--- config.mk ---
export PLATFORM = sky130hd
export DESIGN_NAME = rtp_h264_header_parser_core_flat
export DESIGN_NICKNAME = d
export VERILOG_FILES = /design/src/sv/rhp_pkg.sv /design/src/sv/rhp_if.sv /design/src/sv/rhp_front.sv /design/src/sv/rhp_queue.sv /design/src/sv/rhp_back.sv /design/src/sv/rtp_h264_header_parser_core.sv /design/src/flat_wrapper.sv
export SDC_FILE = /design/constraint.sdc
export NUM_CORES = 1
export LEC_CHECK = 0
export BUFFER_PORTS_ARGS = -buffer_cell sky130_fd_sc_hd__buf_2
export CAP_MARGIN = 0
export CORE_UTILIZATION = 45
export CTS_CLUSTER_SIZE = 30
export DETAILED_ROUTE_END_ITERATION = 10
export PLACE_DENSITY = 0.68
export SKIP_LAST_GASP = 1
export SYNTH_ARGS = -nofsm -noshare
export SYNTH_HDL_FRONTEND = slang
export SYNTH_SLANG_ARGS = --single-unit
--- constraint.sdc ---
create_clock -name clk -period 13.9 [get_ports clk]
set_input_delay 1.39 -clock clk [delete_from_list [all_inputs] [get_ports clk]]
set_output_delay 1.39 -clock clk [all_outputs]
set_load 0.1 [all_outputs]
--- src/sv/rhp_pkg.sv ---
// ----------------------------------------------------------------------------
// rhp_pkg
// Types and constants shared by the RTP/H.264 header parser modules.
// ----------------------------------------------------------------------------
package rhp_pkg;

  // Fixed RTP header length in bytes.
  localparam int unsigned HDR_BYTES = 12;

  // H.264 NAL unit types handled by the parser.
  localparam logic [4:0] NAL_STAP_A = 5'd24;
  localparam logic [4:0] NAL_FU_A   = 5'd28;

  // Saturation value of the STAP-A unit offset.
  localparam logic [16:0] AGG_LIMIT = 17'h1FFFF;

  // Byte queue between the front and the back part.
  localparam int unsigned QUEUE_DEPTH = 4;
  localparam int unsigned QPTR_W      = $clog2(QUEUE_DEPTH);

  // One classified byte as the front part hands it to the back part.
  typedef struct packed {
    logic [7:0]  data;
    logic        last;
    logic [15:0] offset;
    logic        in_window;
  } rhp_entry_t;

  // Queue status seen by the front part.
  typedef struct packed {
    logic full;
  } rhp_q_status_t;

  // Packet summary held in the output register.
  typedef struct packed {
    logic        status;
    logic [6:0]  payload_type;
    logic        marker;
    logic [15:0] sequence_number;
    logic [31:0] time_stamp;
    logic [31:0] source_id;
    logic [3:0]  csrc_count;
    logic        has_extension;
    logic [15:0] packet_length;
    logic [4:0]  nal_type;
    logic [4:0]  sub_nal_type;
    logic [1:0]  fu_start_end;
  } rhp_result_t;

endpackage

--- src/sv/rhp_if.sv ---
// ----------------------------------------------------------------------------
// rhp_if
// Valid/ready stream interfaces for packet bytes and packet summaries.
// ----------------------------------------------------------------------------
interface rhp_in_if;
  logic       valid;
  logic       ready;
  logic [7:0] data_byte;
  logic       last_byte;

  modport source (output valid, output data_byte, output last_byte, input ready);
  modport sink   (input valid, input data_byte, input last_byte, output ready);
endinterface

interface rhp_out_if;
  logic        valid;
  logic        ready;
  logic        status;
  logic [6:0]  payload_type;
  logic        marker;
  logic [15:0] sequence_number;
  logic [31:0] time_stamp;
  logic [31:0] source_id;
  logic [3:0]  csrc_count;
  logic        has_extension;
  logic [15:0] packet_length;
  logic [4:0]  nal_type;
  logic [4:0]  sub_nal_type;
  logic [1:0]  fu_start_end;

  modport source (
    output valid, input ready,
    output status, output payload_type, output marker, output sequence_number,
    output time_stamp, output source_id, output csrc_count, output has_extension,
    output packet_length, output nal_type, output sub_nal_type, output fu_start_end
  );
  modport sink (
    input valid, output ready,
    input status, input payload_type, input marker, input sequence_number,
    input time_stamp, input source_id, input csrc_count, input has_extension,
    input packet_length, input nal_type, input sub_nal_type, input fu_start_end
  );
endinterface

--- src/sv/rhp_front.sv ---
// ----------------------------------------------------------------------------
// rhp_front
// Accepts packet bytes, tags each with its offset and parse window flag.
// ----------------------------------------------------------------------------
module rhp_front
  import rhp_pkg::*;
#(
  parameter int unsigned MAX_PACKET_BYTES = 2048
) (
  input  logic          clk,
  input  logic          rst_n,
  rhp_in_if.sink        in_bus,
  input  rhp_q_status_t q_status,
  output logic          push,
  output rhp_entry_t    push_entry
);

  logic [15:0] offset_r;
  logic [15:0] offset_nxt;

  // A byte is taken whenever the queue has room.
  assign in_bus.ready = !q_status.full;
  assign push         = in_bus.valid && in_bus.ready;

  assign push_entry.data      = in_bus.data_byte;
  assign push_entry.last      = in_bus.last_byte;
  assign push_entry.offset    = offset_r;
  assign push_entry.in_window = offset_r < 16'(MAX_PACKET_BYTES);

  // Byte offset saturates and restarts after the final byte of a packet.
  always_comb begin
    offset_nxt = offset_r;
    if (push) begin
      if (in_bus.last_byte) begin
        offset_nxt = '0;
      end else if (offset_r != 16'hFFFF) begin
        offset_nxt = offset_r + 16'd1;
      end
    end
  end

  always_ff @(posedge clk) begin
    if (!rst_n) begin
      offset_r <= '0;
    end else begin
      offset_r <= offset_nxt;
    end
  end

endmodule

--- src/sv/rhp_queue.sv ---
// ----------------------------------------------------------------------------
// rhp_queue
// Short first-in first-out queue of classified bytes.
// ----------------------------------------------------------------------------
module rhp_queue
  import rhp_pkg::*;
(
  input  logic          clk,
  input  logic          rst_n,
  input  logic          push,
  input  rhp_entry_t    push_entry,
  output rhp_q_status_t q_status,
  output logic          pop_valid,
  output rhp_entry_t    pop_entry,
  input  logic          pop
);

  rhp_entry_t          slots_r [QUEUE_DEPTH];
  logic [QPTR_W-1:0]   wr_ptr_r;
  logic [QPTR_W-1:0]   rd_ptr_r;
  logic [QPTR_W:0]     count_r;
  logic [QPTR_W:0]     count_nxt;

  assign q_status.full = count_r == (QPTR_W + 1)'(QUEUE_DEPTH);
  assign pop_valid     = count_r != '0;
  assign pop_entry     = slots_r[rd_ptr_r];

  // Fill level follows pushes and pops.
  always_comb begin
    count_nxt = count_r;
    if (push && !(pop && pop_valid)) begin
      count_nxt = count_r + 1'b1;
    end else if (!push && pop && pop_valid) begin
      count_nxt = count_r - 1'b1;
    end
  end

  // Entry storage has no reset.
  always_ff @(posedge clk) begin
    if (push) begin
      slots_r[wr_ptr_r] <= push_entry;
    end
  end

  always_ff @(posedge clk) begin
    if (!rst_n) begin
      wr_ptr_r <= '0;
      rd_ptr_r <= '0;
      count_r  <= '0;
    end else begin
      count_r <= count_nxt;
      if (push) begin
        wr_ptr_r <= wr_ptr_r + 1'b1;
      end
      if (pop && pop_valid) begin
        rd_ptr_r <= rd_ptr_r + 1'b1;
      end
    end
  end

endmodule

--- src/sv/rhp_back.sv ---
// ----------------------------------------------------------------------------
// rhp_back
// Parses queued bytes into RTP and NAL fields and holds the packet summary.
// ----------------------------------------------------------------------------
module rhp_back
  import rhp_pkg::*;
#(
  parameter int unsigned MAX_PACKET_BYTES = 2048
) (
  input  logic       clk,
  input  logic       rst_n,
  input  logic       pop_valid,
  input  rhp_entry_t pop_entry,
  output logic       pop,
  rhp_out_if.source  out_bus
);

  logic [7:0]  hb_r [HDR_BYTES];
  logic [7:0]  hb_nxt [HDR_BYTES];
  logic [18:0] ps_r, ps_nxt;
  logic [7:0]  ext_hi_r, ext_hi_nxt;
  logic [4:0]  nal_r, nal_nxt;
  logic [1:0]  fu_r, fu_nxt;
  logic [16:0] agg_r, agg_nxt;
  logic [4:0]  sub_r, sub_nxt;
  logic [23:0] recent_r, recent_nxt;

  logic        out_valid_r, out_valid_nxt;
  rhp_result_t res_r, res_nxt;

  logic [15:0] o;
  logic [7:0]  b;
  logic [6:0]  ext_base;
  logic [17:0] agg_sum;
  logic [15:0] unit_size;
  logic [15:0] pkt_len;
  logic [15:0] eff_len;
  logic        too_short;
  logic        pop_last;

  assign o = pop_entry.offset;
  assign b = pop_entry.data;

  // The final byte waits only while the summary register is full and out_bus stalls.
  assign pop      = pop_valid && (!pop_entry.last || !out_valid_r || out_bus.ready);
  assign pop_last = pop && pop_entry.last;

  assign ext_base  = 7'd12 + {1'b0, hb_r[0][3:0], 2'b00};
  assign unit_size = recent_r[23:8];
  assign agg_sum   = {1'b0, agg_r} + 18'd2 + {2'b00, unit_size};

  // Per-byte parse of header, extension, NAL and aggregation fields.
  always_comb begin
    hb_nxt     = hb_r;
    ps_nxt     = ps_r;
    ext_hi_nxt = ext_hi_r;
    nal_nxt    = nal_r;
    fu_nxt     = fu_r;
    agg_nxt    = agg_r;
    sub_nxt    = sub_r;
    recent_nxt = recent_r;
    if (pop && pop_entry.in_window) begin
      if (o < 16'(HDR_BYTES)) begin
        hb_nxt[o[3:0]] = b;
        if (o == 16'd0) begin
          ps_nxt = 19'd12 + {13'd0, b[3:0], 2'b00} + (b[4] ? 19'd4 : 19'd0);
        end
      end
      if (hb_r[0][4]) begin
        if (o == {9'd0, ext_base} + 16'd2) begin
          ext_hi_nxt = b;
        end else if (o == {9'd0, ext_base} + 16'd3) begin
          ps_nxt = ps_r + {1'b0, ext_hi_r, b, 2'b00};
        end
      end
      if ({3'b000, o} == ps_r) begin
        nal_nxt = b[4:0];
        if (b[4:0] == NAL_STAP_A) begin
          agg_nxt = {1'b0, o} + 17'd1;
        end
      end else if ({3'b000, o} > ps_r) begin
        if (nal_r == NAL_FU_A && {4'b0000, o} == {1'b0, ps_r} + 20'd1) begin
          sub_nxt = b[4:0];
          fu_nxt  = {b[7], b[6]};
        end else if (nal_r == NAL_STAP_A && {2'b00, o} == {1'b0, agg_r} + 18'd3) begin
          sub_nxt = recent_r[4:0];
          agg_nxt = (agg_sum > {1'b0, AGG_LIMIT}) ? AGG_LIMIT : agg_sum[16:0];
        end
      end
      recent_nxt = {recent_r[15:0], b};
    end
  end

  // Summary built from the state as it stands after the final byte.
  always_comb begin
    pkt_len   = (o == 16'hFFFF) ? o : o + 16'd1;
    eff_len   = (pkt_len < 16'(MAX_PACKET_BYTES)) ? pkt_len : 16'(MAX_PACKET_BYTES);
    too_short = {3'b000, eff_len} <= ps_nxt;

    res_nxt.status          = too_short;
    res_nxt.payload_type    = hb_nxt[1][6:0];
    res_nxt.marker          = hb_nxt[1][7];
    res_nxt.sequence_number = {hb_nxt[2], hb_nxt[3]};
    res_nxt.time_stamp      = {hb_nxt[4], hb_nxt[5], hb_nxt[6], hb_nxt[7]};
    res_nxt.source_id       = {hb_nxt[8], hb_nxt[9], hb_nxt[10], hb_nxt[11]};
    res_nxt.csrc_count      = hb_nxt[0][3:0];
    res_nxt.has_extension   = hb_nxt[0][4];
    res_nxt.packet_length   = pkt_len;
    if (too_short) begin
      res_nxt.nal_type     = '0;
      res_nxt.sub_nal_type = '0;
      res_nxt.fu_start_end = '0;
    end else begin
      res_nxt.nal_type     = nal_nxt;
      res_nxt.sub_nal_type = (nal_nxt == NAL_STAP_A || nal_nxt == NAL_FU_A) ? sub_nxt : 5'd0;
      res_nxt.fu_start_end = (nal_nxt == NAL_FU_A) ? fu_nxt : 2'd0;
    end

    out_valid_nxt = out_valid_r && !out_bus.ready;
    if (pop_last) begin
      out_valid_nxt = 1'b1;
    end
  end

  // Parse state, cleared at reset and after every packet.
  always_ff @(posedge clk) begin
    if (!rst_n || pop_last) begin
      for (int i = 0; i < HDR_BYTES; i++) begin
        hb_r[i] <= '0;
      end
      ps_r     <= 19'd12;
      ext_hi_r <= '0;
      nal_r    <= '0;
      fu_r     <= '0;
      agg_r    <= '0;
      sub_r    <= '0;
      recent_r <= '0;
    end else begin
      hb_r     <= hb_nxt;
      ps_r     <= ps_nxt;
      ext_hi_r <= ext_hi_nxt;
      nal_r    <= nal_nxt;
      fu_r     <= fu_nxt;
      agg_r    <= agg_nxt;
      sub_r    <= sub_nxt;
      recent_r <= recent_nxt;
    end
  end

  // Summary output register.
  always_ff @(posedge clk) begin
    if (!rst_n) begin
      out_valid_r <= 1'b0;
    end else begin
      out_valid_r <= out_valid_nxt;
    end
  end

  always_ff @(posedge clk) begin
    if (pop_last) begin
      res_r <= res_nxt;
    end
  end

  assign out_bus.valid           = out_valid_r;
  assign out_bus.status          = res_r.status;
  assign out_bus.payload_type    = res_r.payload_type;
  assign out_bus.marker          = res_r.marker;
  assign out_bus.sequence_number = res_r.sequence_number;
  assign out_bus.time_stamp      = res_r.time_stamp;
  assign out_bus.source_id       = res_r.source_id;
  assign out_bus.csrc_count      = res_r.csrc_count;
  assign out_bus.has_extension   = res_r.has_extension;
  assign out_bus.packet_length   = res_r.packet_length;
  assign out_bus.nal_type        = res_r.nal_type;
  assign out_bus.sub_nal_type    = res_r.sub_nal_type;
  assign out_bus.fu_start_end    = res_r.fu_start_end;

  // A final byte always leaves a summary waiting in the next cycle.
  a_last_gives_summary: assert property (@(posedge clk) disable iff (!rst_n)
    pop_last |=> out_valid_r)
    else $error("final byte did not produce a summary");

  // The payload start is back at the fixed header length after each packet.
  a_state_cleared: assert property (@(posedge clk) disable iff (!rst_n)
    pop_last |=> ps_r == 19'd12 && nal_r == 5'd0 && sub_r == 5'd0)
    else $error("parse state not cleared after packet");

  // A too-short summary carries no NAL information.
  a_short_no_nal: assert property (@(posedge clk) disable iff (!rst_n)
    out_valid_r && res_r.status |->
      res_r.nal_type == 5'd0 && res_r.sub_nal_type == 5'd0 && res_r.fu_start_end == 2'd0)
    else $error("too-short summary reports NAL fields");

  // A final byte is never retired while the summary register is full and stalled.
  a_no_overwrite: assert property (@(posedge clk) disable iff (!rst_n)
    out_valid_r && !out_bus.ready |-> !pop_last)
    else $error("summary overwritten while stalled");

endmodule

--- src/sv/rtp_h264_header_parser_core.sv ---
// ----------------------------------------------------------------------------
// rtp_h264_header_parser_core
// RTP header and H.264 NAL type parser, one packet byte per transfer.
// ----------------------------------------------------------------------------
// Usage:
//   in_bus carries the packet one byte per transfer, with last_byte set on the
//   final byte. out_bus carries one summary per packet: RTP header fields,
//   packet length, NAL type, the STAP-A last unit type or FU-A type and the
//   FU-A start/end flags, and a status bit for packets not longer than the
//   header.
//   Throughput: one byte per cycle across packet boundaries while out_bus
//   does not stall; the front part takes a byte whenever the four-entry
//   byte queue has room and the back part retires one queued byte per cycle.
//   The final byte passes through the byte queue, and the summary is then
//   loaded into the summary register, from which out_bus.valid is driven.
//   When out_bus stalls, the summary is held; bytes of the next packet keep
//   flowing until its final byte reaches the back part, which then waits for
//   the summary register to free up, after which the queue fills and
//   in_bus.ready drops.
//   Reset (rst_n low, synchronous) empties the queue, drops any pending
//   summary and returns all parse state to the start of a packet.
// ----------------------------------------------------------------------------
module rtp_h264_header_parser_core
  import rhp_pkg::*;
#(
  parameter int unsigned MAX_PACKET_BYTES = 2048
) (
  input  logic      clk,
  input  logic      rst_n,
  rhp_in_if.sink    in_bus,
  rhp_out_if.source out_bus
);

  rhp_q_status_t q_status;
  logic          push;
  rhp_entry_t    push_entry;
  logic          pop_valid;
  rhp_entry_t    pop_entry;
  logic          pop;

  // Front part: byte acceptance and offset tagging.
  rhp_front #(
    .MAX_PACKET_BYTES(MAX_PACKET_BYTES)
  ) u_front (
    .clk       (clk),
    .rst_n     (rst_n),
    .in_bus    (in_bus),
    .q_status  (q_status),
    .push      (push),
    .push_entry(push_entry)
  );

  // Queue between front and back.
  rhp_queue u_queue (
    .clk       (clk),
    .rst_n     (rst_n),
    .push      (push),
    .push_entry(push_entry),
    .q_status  (q_status),
    .pop_valid (pop_valid),
    .pop_entry (pop_entry),
    .pop       (pop)
  );

  // Back part: field parsing and summary register.
  rhp_back #(
    .MAX_PACKET_BYTES(MAX_PACKET_BYTES)
  ) u_back (
    .clk      (clk),
    .rst_n    (rst_n),
    .pop_valid(pop_valid),
    .pop_entry(pop_entry),
    .pop      (pop),
    .out_bus  (out_bus)
  );

endmodule
--- src/flat_wrapper.sv ---
// flat-port wrapper written by rule: the top's interface ports become plain ports
module rtp_h264_header_parser_core_flat import rhp_pkg::*;
#(
  parameter int unsigned MAX_PACKET_BYTES = 2048
)
  (clk, rst_n, in_bus_valid, in_bus_data_byte, in_bus_last_byte, in_bus_ready, out_bus_valid, out_bus_ready, out_bus_status, out_bus_payload_type, out_bus_marker, out_bus_sequence_number, out_bus_time_stamp, out_bus_source_id, out_bus_csrc_count, out_bus_has_extension, out_bus_packet_length, out_bus_nal_type, out_bus_sub_nal_type, out_bus_fu_start_end);
  rhp_in_if in_bus_i ();
  rhp_out_if out_bus_i ();
  input  logic clk;
  input  logic rst_n;
  input wire logic [$bits(in_bus_i.valid)-1:0] in_bus_valid;
  input wire logic [$bits(in_bus_i.data_byte)-1:0] in_bus_data_byte;
  input wire logic [$bits(in_bus_i.last_byte)-1:0] in_bus_last_byte;
  output wire logic [$bits(in_bus_i.ready)-1:0] in_bus_ready;
  output wire logic [$bits(out_bus_i.valid)-1:0] out_bus_valid;
  input wire logic [$bits(out_bus_i.ready)-1:0] out_bus_ready;
  output wire logic [$bits(out_bus_i.status)-1:0] out_bus_status;
  output wire logic [$bits(out_bus_i.payload_type)-1:0] out_bus_payload_type;
  output wire logic [$bits(out_bus_i.marker)-1:0] out_bus_marker;
  output wire logic [$bits(out_bus_i.sequence_number)-1:0] out_bus_sequence_number;
  output wire logic [$bits(out_bus_i.time_stamp)-1:0] out_bus_time_stamp;
  output wire logic [$bits(out_bus_i.source_id)-1:0] out_bus_source_id;
  output wire logic [$bits(out_bus_i.csrc_count)-1:0] out_bus_csrc_count;
  output wire logic [$bits(out_bus_i.has_extension)-1:0] out_bus_has_extension;
  output wire logic [$bits(out_bus_i.packet_length)-1:0] out_bus_packet_length;
  output wire logic [$bits(out_bus_i.nal_type)-1:0] out_bus_nal_type;
  output wire logic [$bits(out_bus_i.sub_nal_type)-1:0] out_bus_sub_nal_type;
  output wire logic [$bits(out_bus_i.fu_start_end)-1:0] out_bus_fu_start_end;
  assign in_bus_i.valid = in_bus_valid;
  assign in_bus_i.data_byte = in_bus_data_byte;
  assign in_bus_i.last_byte = in_bus_last_byte;
  assign in_bus_ready = in_bus_i.ready;
  assign out_bus_valid = out_bus_i.valid;
  assign out_bus_i.ready = out_bus_ready;
  assign out_bus_status = out_bus_i.status;
  assign out_bus_payload_type = out_bus_i.payload_type;
  assign out_bus_marker = out_bus_i.marker;
  assign out_bus_sequence_number = out_bus_i.sequence_number;
  assign out_bus_time_stamp = out_bus_i.time_stamp;
  assign out_bus_source_id = out_bus_i.source_id;
  assign out_bus_csrc_count = out_bus_i.csrc_count;
  assign out_bus_has_extension = out_bus_i.has_extension;
  assign out_bus_packet_length = out_bus_i.packet_length;
  assign out_bus_nal_type = out_bus_i.nal_type;
  assign out_bus_sub_nal_type = out_bus_i.sub_nal_type;
  assign out_bus_fu_start_end = out_bus_i.fu_start_end;
  rtp_h264_header_parser_core #(.MAX_PACKET_BYTES(MAX_PACKET_BYTES)) u_core (.clk(clk), .rst_n(rst_n), .in_bus(in_bus_i), .out_bus(out_bus_i));
endmodule
==> run summary, run 1 <==
Top_reg_cell synth: edfxtp_1
Post-CTS setup repair buffer count: 0
Post-route clock period utilization: 43.6%
Internal: 2750 uW
Met2 global-route usage: 37.8%
# nets final: 2002
Commonest non-fill, non-tap cell in the layout: edfxtp_1
Finished Layout Cells: 2510
CTS resizes: 0
Slew Viols, Final: 0
Minimum clock period: 6.06 ns
Synthesized instance count: 1780
Via density: 5.58
Die footprint: 45000 sq um
CTS Buf Count: 45
Comb pwr share: 44.5%
Max-cap viol count: 0
TritonCTS clock tree: done
WL/cell: 20.1 um
Placed cells: 2428
Total Wirelength: 50500 um
CP max FO: 28
Crit-path cells: mux4_2 -> inv_1 -> ha_1 -> nor4b_1 -> nand4_1 -> nand2_1 -> o22ai_1 -> o21bai_1 -> ha_1 -> o21a_1 -> o21a_1 -> o21ai_0 -> a211oi_1 -> o21ai_0 -> a211oi_2 -> nand4_1 -> nor3_2
DR DRC count: 0
Hold-fix buffers, CTS: 0
CTS clk-pin slew, worst paths: 0.06 ns
Inserted Diodes: 0
Share of post-route cells with drive strength above 1: 16.6%
Synthesized flop and latch total: 425
Post-synth top area share: 34.1%
First-pass GRT wire length: 78400 um
Sink Count: 425
Post-synth EDFFs: 226
Worst hold path type: reg2reg
WP data required: 14.32 ns
Port Buffer Count: 136
Static Leak: 0.00856 uW
Global routing's busiest layer: met2
Pin count of the biggest net entering global routing: 99
WP data arrival: 6.48 ns
Bufs on Longest Clock Path: 3
Row count: 76
Startpoint types: register
First drt pass iteration count: 5
Seq/Total Area, Yosys: 54.2%
Largest area contributor in the netlist: edfxtp_1
Run status: completed
Iteration-0 DRC Markers: 1043
Final Cell Area: 22600 sq um
Starting Density: 45.9%
Synth async-reset ratio: 0%
Slew of the pin with the lowest slew margin: 1.30 ns
Setup TNS: 0 ns
Die W: 212 um
Post-Syn Area: 19900 sq um
Worst rel slew slack: 12.5%
Tot Pwr: 5250 uW
Clock share of power: 23.5%
Post-DP Area: 21000 sq um
Syn Area/Cell: 11.2 sq um
Vias in the first global route: 13800
Crit Path Category: reg2reg
Fill cells: 3846
Remaining Overflow, GRT: 0
Core area: 43400 sq um
Post-route ant nets: 0
Vert. Die Dim: 212 um
R2R setup slack: 7.84 ns
Commonest non-fill, non-tap cells in the layout: edfxtp_1, nand2_1, dfxtp_1
Fin. Hold Viols: 0
Hpwl dp: 34800 um
Synth unique cells: 85
PD cells: 233 nW/um^2
I/O pins: 137
Yosys warning count: 0
CP max stage delay: 0.96 ns
Initial antenna violation count: 0
RD Place Congestion: 0.957
Layout area overhead: 13.5%
CP max-delay cell: dfxtp_2
Worst skew pair latency: 0.60 ns
Fin Clk Skew: 0.0256 ns
Critical path endpoint category: register
Setup Viol. Count Final: 0
Net Switching: 2500 uW
Met1 usage: 30.3%
H-Tree Depth: 2
Global Route Usage Sum: 22.8%
Fmax: 165 MHz
Worst vdd ir: 246 uV
Met3 usage: 2.94%
DR vias: 14000
Sequential power share: 32.0%
Synth top area cells: edfxtp_1, dfxtp_1, ha_1, nand2_1, and2_1
RSZ-0062 raised after global routing: false
Switching share of power: 47.7%
CTS Root Cell: clkbuf_16
## final timing paths
path,start,endpoint,depth (start not counted)
worst max register to register,register,u_core.u_back.out_bus.fu_start_end[0]$_SDFFCE_PP0P_,17
worst max-delay path,register,u_core.u_back.out_bus.fu_start_end[0]$_SDFFCE_PP0P_,17
worst min-delay path,u_core.u_back.recent_r[7]$_SDFFE_PP0P_,u_core.u_back.recent_r[15]$_SDFFE_PP0P_,2
worst min register to register,u_core.u_back.recent_r[7]$_SDFFE_PP0P_,u_core.u_back.recent_r[15]$_SDFFE_PP0P_,2
## critical path: cells and delay by family, from the launching register on
family	cells	cell delay, ns
and+or+nand+nor	5	2.17
muxes	1	0.69
AOI/OAI and AO/OA	8	1.22
adders and majority gates	2	0.56
DFF	1	0.96
buffers and inverters	1	0.26
## routing by layer
layer | routed length, um | up-vias | part of all wire [%]
li1 | - | 6631 | -
met1 | 22200 | 6899 | 44
met2 | 24300 | 380 | 48
met3 | 2370 | 106 | 4.7
met4 | 1600 | 0 | 3.2
met5 | 0 | - | 0
## final cells by class
class / count / area (sq um) / share of cell area [%]
clock inverters: 24 / 319 / 1.41
multi-input cells: 1217 / 8540 / 37.8
well taps: 585 / 732 / 3.24
clock buffers: 58 / 1220 / 5.43
flip-flops and latches: 425 / 10800 / 47.7
repair buffers: 150 / 786 / 3.48
inverters: 51 / 194 / 0.859
## power by group through the flow
stage / Clock [uW] / Combinational, uW / Sequential [uW]
floorplan: 0 / 772 / 2780
global placement: 0 / 2320 / 1710
detailed placement: 0 / 2340 / 1710
CTS: 1260 / 2340 / 1690
global route: 1310 / 2440 / 1700
finish: 1230 / 2330 / 1680
## stage by stage
step / worst slack (ns) / hold slack, ns / util (%)
3_5_place_dp: 7.88 / 0.447 / 48.5
2_1_floorplan: 9.03 / 0.432 / -
5_1_grt: 7.24 / 0.473 / 52.0
6_report: 7.84 / 0.456 / 52.0
3_3_place_gp: 7.97 / 0.448 / 48.5
4_1_cts: 7.81 / 0.455 / 52.0
## cells by family after synthesis
family	count (synthesis)	share of synthesized area, %
AO/OA/AOI/OAI	302	9.64
AND/OR/NAND/NOR	631	16.0
flip-flops	425	54.2
multiplexers	88	6.24
other	1	0.0189
buffers and inverters	141	2.97
adder cells (fa/ha/maj)	99	6.38
XOR/XNOR	93	4.62
## sequential cells by signal, summed over array words and instances (netlist names), 3 cells and up, named ones only
signal and cells:
u_core.u_queue.slots_r 104, u_core.u_back.hb_r 93, u_core.u_back.out_bus.source_id 32, u_core.u_back.out_bus.time_stamp 32, u_core.u_back.recent_r 24, u_core.u_back.ps_r 19, u_core.u_back.agg_r 17, u_core.u_back.out_bus.packet_length 16
u_core.u_back.out_bus.sequence_number 16, u_core.u_front.offset_r 16, u_core.u_back.ext_hi_r 8, u_core.u_back.out_bus.payload_type 7, u_core.u_back.nal_r 5, u_core.u_back.out_bus.nal_type 5, u_core.u_back.out_bus.sub_nal_type 5, u_core.u_back.sub_r 5
u_core.u_back.out_bus.csrc_count 4, u_core.u_queue.count_r 3
## synth_stat cells, drive strengths merged, types with 5 or more instances
| library cell | number |
|---|---|
| clkbuf | 61 |
| o21a | 17 |
| a211oi | 8 |
| xnor3 | 7 |
| nor4 | 18 |
| o31ai | 5 |
| or4 | 7 |
| a31oi | 12 |
| xnor2 | 55 |
| dfxtp | 199 |
| mux4 | 24 |
| xor2 | 31 |
| nand2b | 12 |
| nand2 | 206 |
| edfxtp | 226 |
| a211o | 6 |
| and2 | 106 |
| mux2i | 16 |
| nor2 | 113 |
| and4 | 10 |
| o211ai | 15 |
| o221ai | 6 |
| o21ai | 78 |
| ha | 95 |
| o21bai | 6 |
| inv | 51 |
| nor2b | 13 |
| buf | 29 |
| or3 | 12 |
| nor3 | 33 |
| and3 | 23 |
| mux2 | 48 |
| nand4 | 21 |
| a21oi | 102 |
| or2 | 5 |
| nand3 | 37 |
| a21o | 13 |
(Power assumes the default switching activity.)
==> run 2, diff against run 1 <==
==> constraint.sdc (replaced) <==
create_clock -name clk -period 5.9 [get_ports clk]
set_input_delay 0.59 -clock clk [delete_from_list [all_inputs] [get_ports clk]]
set_output_delay 0.59 -clock clk [all_outputs]
set_load 0.1 [all_outputs]
==> run 2 against run 1 <==
Critical path depth increased by 2. Largest power group unchanged. Sequential share of layout area is 0.061 points higher. Combinational power up 140%. Highest routed layer unchanged. Worst setup slack got worse by 7.4 ns.
==> run summary, run 2 (synthesis results as in run 1) <==
Endpoint, Worst Hold: u_core.u_queue.slots_r[1][18]$_DFFE_PP_
Hold Path Stages: 1
Share of post-route cells with drive strength above 1: 16.8%
Row count: 76
Startpoint types: register
Worst Reg2Reg Path Length in Cells: 19
CP top delay family: simple AND/OR/NAND/NOR gates
Vias in the first global route: 13500
Setup Viol. Count Final: 0
Initial antenna violation count: 0
Sink Count: 425
Worst rel slew slack: 30.5%
Post-DP Area: 21100 sq um
CTS resizes: 0
DR DRC count: 0
Bufs on Longest Clock Path: 3
Post-layout util: 52.0%
Setup TNS: 0 ns
Hpwl dp: 35000 um
Die W: 212 um
Worst skew pair latency: 0.59 ns
Slew of the pin with the lowest slew margin: 1.04 ns
Most used cell, CP: a21o_1
CP max stage delay: 0.77 ns
WP data arrival: 5.75 ns
CP max FO: 14
Run status: completed
Minimum clock period: 5.42 ns
Worst hold margin: 0.236 ns
Max FFs per register: 104
First drt pass iteration count: 5
Iteration-0 DRC Markers: 1157
FF-to-FF End: u_core.u_back.out_bus.nal_type[3]$_SDFFCE_PP0P_
Post-CTS setup repair buffer count: 0
CTS Root Cell: clkbuf_16
Vert. Die Dim: 212 um
Layout area overhead: 13.4%
Global Route Usage Sum: 22.4%
Final Cell Area: 22500 sq um
Worst hold path type: in2reg
Top flop regs: u_core.u_queue.slots_r (104), u_core.u_back.hb_r (93)
CP max-delay cell: dfxtp_1
Fmax: 184 MHz
Post-route clock period utilization: 91.9%
Crit-path cells: mux4_2 -> nand4_1 -> nor3_1 -> and2_1 -> nand2_1 -> xor2_1 -> nand4_1 -> or2_1 -> a21oi_1 -> ha_1 -> a21o_1 -> a21o_1 -> a21o_1 -> a21oi_1 -> nand2_1 -> o21ai_0 -> a211oi_2 -> nand3_1 -> nor2_1
Critical path endpoint category: register
Core area: 43400 sq um
CTS clk-pin slew, worst paths: 0.06 ns
Static Leak: 0.00856 uW
Via density: 5.53
Commonest non-fill, non-tap cell in the layout: edfxtp_1
Commonest non-fill, non-tap cells in the layout: edfxtp_1, nand2_1, dfxtp_1
Remaining Overflow, GRT: 0
Inserted Diodes: 0
Crit Path Category: reg2reg
Total Wirelength: 50000 um
Die footprint: 45000 sq um
H-Tree Depth: 2
RSZ-0062 raised after global routing: false
Hold path start: in_bus_data_byte[0]
Starting Density: 45.9%
Fin. Hold Viols: 0
PD cells: 542 nW/um^2
# nets final: 2014
R2R setup slack: 0.48 ns
Max-cap viol count: 0
DR vias: 14000
Slew Viols, Final: 0
Fin Clk Skew: 0.0253 ns
Setup ws final: 0.477 ns
CTS Buf Count: 43
RD Place Congestion: 0.958
First-pass GRT wire length: 77000 um
I/O pins: 137
TritonCTS clock tree: done
WL/cell: 19.8 um
Hold-fix buffers, CTS: 0
DP Worst Slack: 0.529 ns
Post-route ant nets: 0
Crit path buf inv count: 0
Pin count of the biggest net entering global routing: 99
Worst vdd ir: 655 uV
Most flops, register: u_core.u_queue.slots_r
Port Buffer Count: 136
WP data required: 6.22 ns
==> run 2: changes by cell type in the layout (fill, tap and decap cells not counted), sizes merged <==
| cell | previous run | this run |
|---|---|---|
| bufinv | 5 | 2 |
| clkinv | 12 | 6 |
| clkbuf | 58 | 64 |
| inv | 53 | 54 |
| buf | 150 | 164 |
==> run 2: layer usage <==
layer	GRT usage (%)	vias up	part of all wire, %
li1	-	6654	-
met1	30.0	6787	44
met2	36.2	400	46
met3	3.38	111	5.5
met4	9.72	0	3.9
met5	0	-	0
==> run 2: worst register-to-register path, cell delays in order (launching register included) <==
cell and delay, ns:
dfxtp_1 0.77, mux4_2 0.62, nand4_1 0.19, nor3_1 0.43, and2_1 0.28, nand2_1 0.10
xor2_1 0.37, nand4_1 0.13, or2_1 0.43, a21oi_1 0.23, ha_1 0.26, a21o_1 0.15
a21o_1 0.18, a21o_1 0.18, a21oi_1 0.14, nand2_1 0.06, o21ai_0 0.24, a211oi_2 0.08
nand3_1 0.25, nor2_1 0.10
==> run 2: layout make-up <==
cell class              count  area (sq um)
fillers                  3784         20800
flip-flops and latches    425         10800
multi-input cells        1217          8540
clock buffers              64          1230
repair buffers            164           903
well taps                 585           732
inverters                  51           194
clock inverters            16           171
==> run 2: metrics by stage <==
step,power (uW),instances
global placement,9560,2442
finish,12200,2522
detailed placement,9580,2442
global route,12700,2522
floorplan,8360,1783
CTS,12300,2522
==> run 2: worst max-delay path by stage <==
stage | start | endpoint | slack (ns) | cells after the start
after floorplan | register | u_core.u_back.out_bus.fu_start_end[0]$_SDFFCE_PP0P_ | 1.03 | 23
after global placement | register | u_core.u_back.out_bus.fu_start_end[0]$_SDFFCE_PP0P_ | 0.58 | 19
after detailed placement | register | u_core.u_back.out_bus.nal_type[3]$_SDFFCE_PP0P_ | 0.53 | 19
after CTS | register | u_core.u_back.out_bus.nal_type[3]$_SDFFCE_PP0P_ | 0.53 | 19
after global routing | register | u_core.u_back.out_bus.nal_type[3]$_SDFFCE_PP0P_ | 0.13 | 20
final | register | u_core.u_back.out_bus.nal_type[3]$_SDFFCE_PP0P_ | 0.48 | 19
==> run 2: report_power, final <==
group	switching, uW	total [uW]	internal (uW)	leakage, uW
Clock	1160	2700	1540	0.000663
Sequential	222	3970	3740	0.00377
Combinational	4480	5550	1060	0.00414
==> run 3, diff against run 2 <==
--- a/config.mk
+++ b/config.mk
@@ -14,4 +14,5 @@
 export SKIP_LAST_GASP = 1
 export SYNTH_ARGS = -nofsm -noshare
 export SYNTH_HDL_FRONTEND = slang
+export SYNTH_HIERARCHICAL = 1
 export SYNTH_SLANG_ARGS = --single-unit
==> run 3 against run 2 <==
Worst hold slack worse by 0.024 ns. Synthesized area up 1.1%. Non-clock buffer count up 19.
==> run summary, run 3 <==
Run status: completed
First drt pass iteration count: 5
Setup ws final: 0.494 ns
Post-synth EDFFs: 226
R2R setup slack: 0.49 ns
Commonest non-fill, non-tap cells in the layout: edfxtp_1, dfxtp_1, nand2_1
Row count: 77
Layout area overhead: 13.8%
Port Buffer Count: 136
Max-cap viol count: 0
Top flop regs: u_core/u_queue/slots_r (104), u_core/u_back/hb_r (93)
Crit Path Category: reg2reg
RD Place Congestion: 0.947
Worst hold path type: in2reg
Syn Area/Cell: 11.3 sq um
Top_reg_cell synth: edfxtp_1
Commonest non-fill, non-tap cell in the layout: edfxtp_1
Post-route clock period utilization: 91.6%
Die footprint: 45500 sq um
Die W: 213 um
Worst rel slew slack: 40.4%
Final Cell Area: 22900 sq um
Most common library cells after synthesis: edfxtp_1, dfxtp_1, nand2_1, and2_1, ha_1
Synth unique cells: 91
Vert. Die Dim: 213 um
Fin Clk Skew: 0.0379 ns
First-pass GRT wire length: 78000 um
Post-Syn Area: 20100 sq um
Vias in the first global route: 13800
Bufs on Longest Clock Path: 3
Synth async-reset ratio: 0%
Slew Viols, Final: 0
Yosys warning count: 6
Hold path start: in_bus_data_byte[7]
Most flops, register: u_core/u_queue/slots_r
Largest area contributor in the netlist: edfxtp_1
Worst skew pair latency: 0.59 ns
Fmax: 185 MHz
Iteration-0 DRC Markers: 1213
Global Route Usage Sum: 22.2%
Slew of the pin with the lowest slew margin: 0.881 ns
DR vias: 14300
Hold-fix buffers, CTS: 0
Endpoint, Worst Hold: u_core/u_queue/slots_r[2][25]$_DFFE_PP_
Setup TNS: 0 ns
Fin. Hold Viols: 0
Post-synth top area share: 33.8%
RSZ-0062 raised after global routing: false
Sink Count: 425
Core area: 44100 sq um
Static Leak: 0.00886 uW
WP data arrival: 5.70 ns
Starting Density: 45.6%
Worst Reg2Reg Path Length in Cells: 21
Worst hold margin: 0.211 ns
Remaining Overflow, GRT: 0
DP Worst Slack: 0.541 ns
FF-to-FF End: u_core/u_back/out_bus.fu_start_end[1]$_SDFFCE_PP0P_
Post-CTS setup repair buffer count: 0
H-Tree Depth: 2
Synth top area cells: edfxtp_1, dfxtp_1, ha_1, nand2_1, and2_1
Startpoint types: register
CTS resizes: 0
Setup Viol. Count Final: 0
Top-count cell post-synth: edfxtp_1
CTS Root Cell: clkbuf_16
WP data required: 6.19 ns
Share of post-route cells with drive strength above 1: 18.3%
Critical path endpoint category: register
DR DRC count: 0
PD cells: 485 nW/um^2
Worst vdd ir: 551 uV
Pin count of the biggest net entering global routing: 111
Hold Path Stages: 1
Initial antenna violation count: 3
WL/cell: 19.6 um
CTS Buf Count: 45
Via density: 5.60
CP max FO: 13
I/O pins: 137
Hpwl dp: 35300 um
Post-route ant nets: 0
Total Wirelength: 50000 um
Post-DP Area: 21500 sq um
Minimum clock period: 5.41 ns
TritonCTS clock tree: done
Seq/Total Area, Yosys: 53.6%
Synthesized instance count: 1787
CTS clk-pin slew, worst paths: 0.06 ns
# nets final: 2032
Synthesized flop and latch total: 425
Max FFs per register: 104
==> run 3: cell count changes after synthesis, sizes merged, moves of 9 or more <==
cell    delta
clkbuf    +11
nor2      -20
a31oi     +12
nor3      -11
nand2     -21
xnor2     -11
a32o      +12
o21a      -10
mux2       +9
a21oi     -24
==> run 3: cell families (layout without fill, tap and decap cells) <==
| kind of cell | Yosys count | after routing | synth area share (%) |
|---|---|---|---|
| other cells | 1 | 5 | 0.0187 |
| xor+xnor | 82 | 82 | 3.57 |
| mux | 104 | 104 | 7.15 |
| fa+ha+maj | 99 | 99 | 6.31 |
| compound gates | 318 | 318 | 10.5 |
| flops | 425 | 425 | 53.6 |
| buf+inv | 155 | 321 | 3.27 |
| simple gates | 603 | 603 | 15.6 |
==> run 3: report_power, final <==
group / internal, uW / switching (uW)
Clock: 1500 / 1170
Combinational: 866 / 3730
Sequential: 3670 / 168
==> run 3: through the flow <==
step	util, %	cells	power (uW)
6_report	51.8	2549	11100
5_1_grt	51.8	2548	11600
4_1_cts	51.8	2548	11200
3_5_place_dp	48.6	2465	8490
3_3_place_gp	48.6	2465	8460
2_1_floorplan	-	1790	7480
==> run 3: final cells by class <==
type	count	area (sq um)
fill	3935	21300
sequential	425	10800
multi-input combinational	1210	8690
clock buffer	61	1210
timing repair buffer	183	1050
tap	592	741
inverter	55	209
clock inverter	22	204
antenna	1	2.50
==> run 3: worst max-delay path, cell delays in order, from the launching register on <==
cell and delay (ns):
dfxtp_2 0.33, buf_4 0.27, mux4_2 0.56, and3_1 0.22, and3_1 0.24, and3_1 0.23
and3_1 0.23, nor2_1 0.09, a21oi_1 0.06, nor2_1 0.12, nand4_1 0.40, a21oi_1 0.28
ha_1 0.28, o21a_1 0.19, o211ai_1 0.16, a31oi_1 0.06, or4_1 0.48, a221oi_1 0.29
nor2_1 0.09, nand4_1 0.18, nand2b_1 0.27, nor3_1 0.08
==> run 3: how the worst max path moves through the flow <==
stage / to / slack (ns) / cells after the start / start
finish: u_core/u_back/out_bus.fu_start_end[1]$_SDFFCE_PP0P_ / 0.49 / 21 / register
global route: u_core/u_back/out_bus.sub_nal_type[1]$_SDFFCE_PP0P_ / 0.01 / 18 / register
CTS: u_core/u_back/out_bus.sub_nal_type[1]$_SDFFCE_PP0P_ / 0.49 / 21 / register
detailed placement: u_core/u_back/out_bus.sub_nal_type[1]$_SDFFCE_PP0P_ / 0.54 / 21 / register
global placement: u_core/u_back/out_bus.fu_start_end[0]$_SDFFCE_PP0P_ / 0.59 / 21 / register
floorplan: u_core/u_back/out_bus.fu_start_end[0]$_SDFFCE_PP0P_ / 0.80 / 23 / register
==> run 3: metal layers <==
layer	GRT usage (%)	routed length (um)	vias up
li1	-	-	6798
met1	30.8	22800	6943
met2	36.0	23200	458
met3	3.21	2860	82
met4	6.53	1080	4
met5	0	23	-
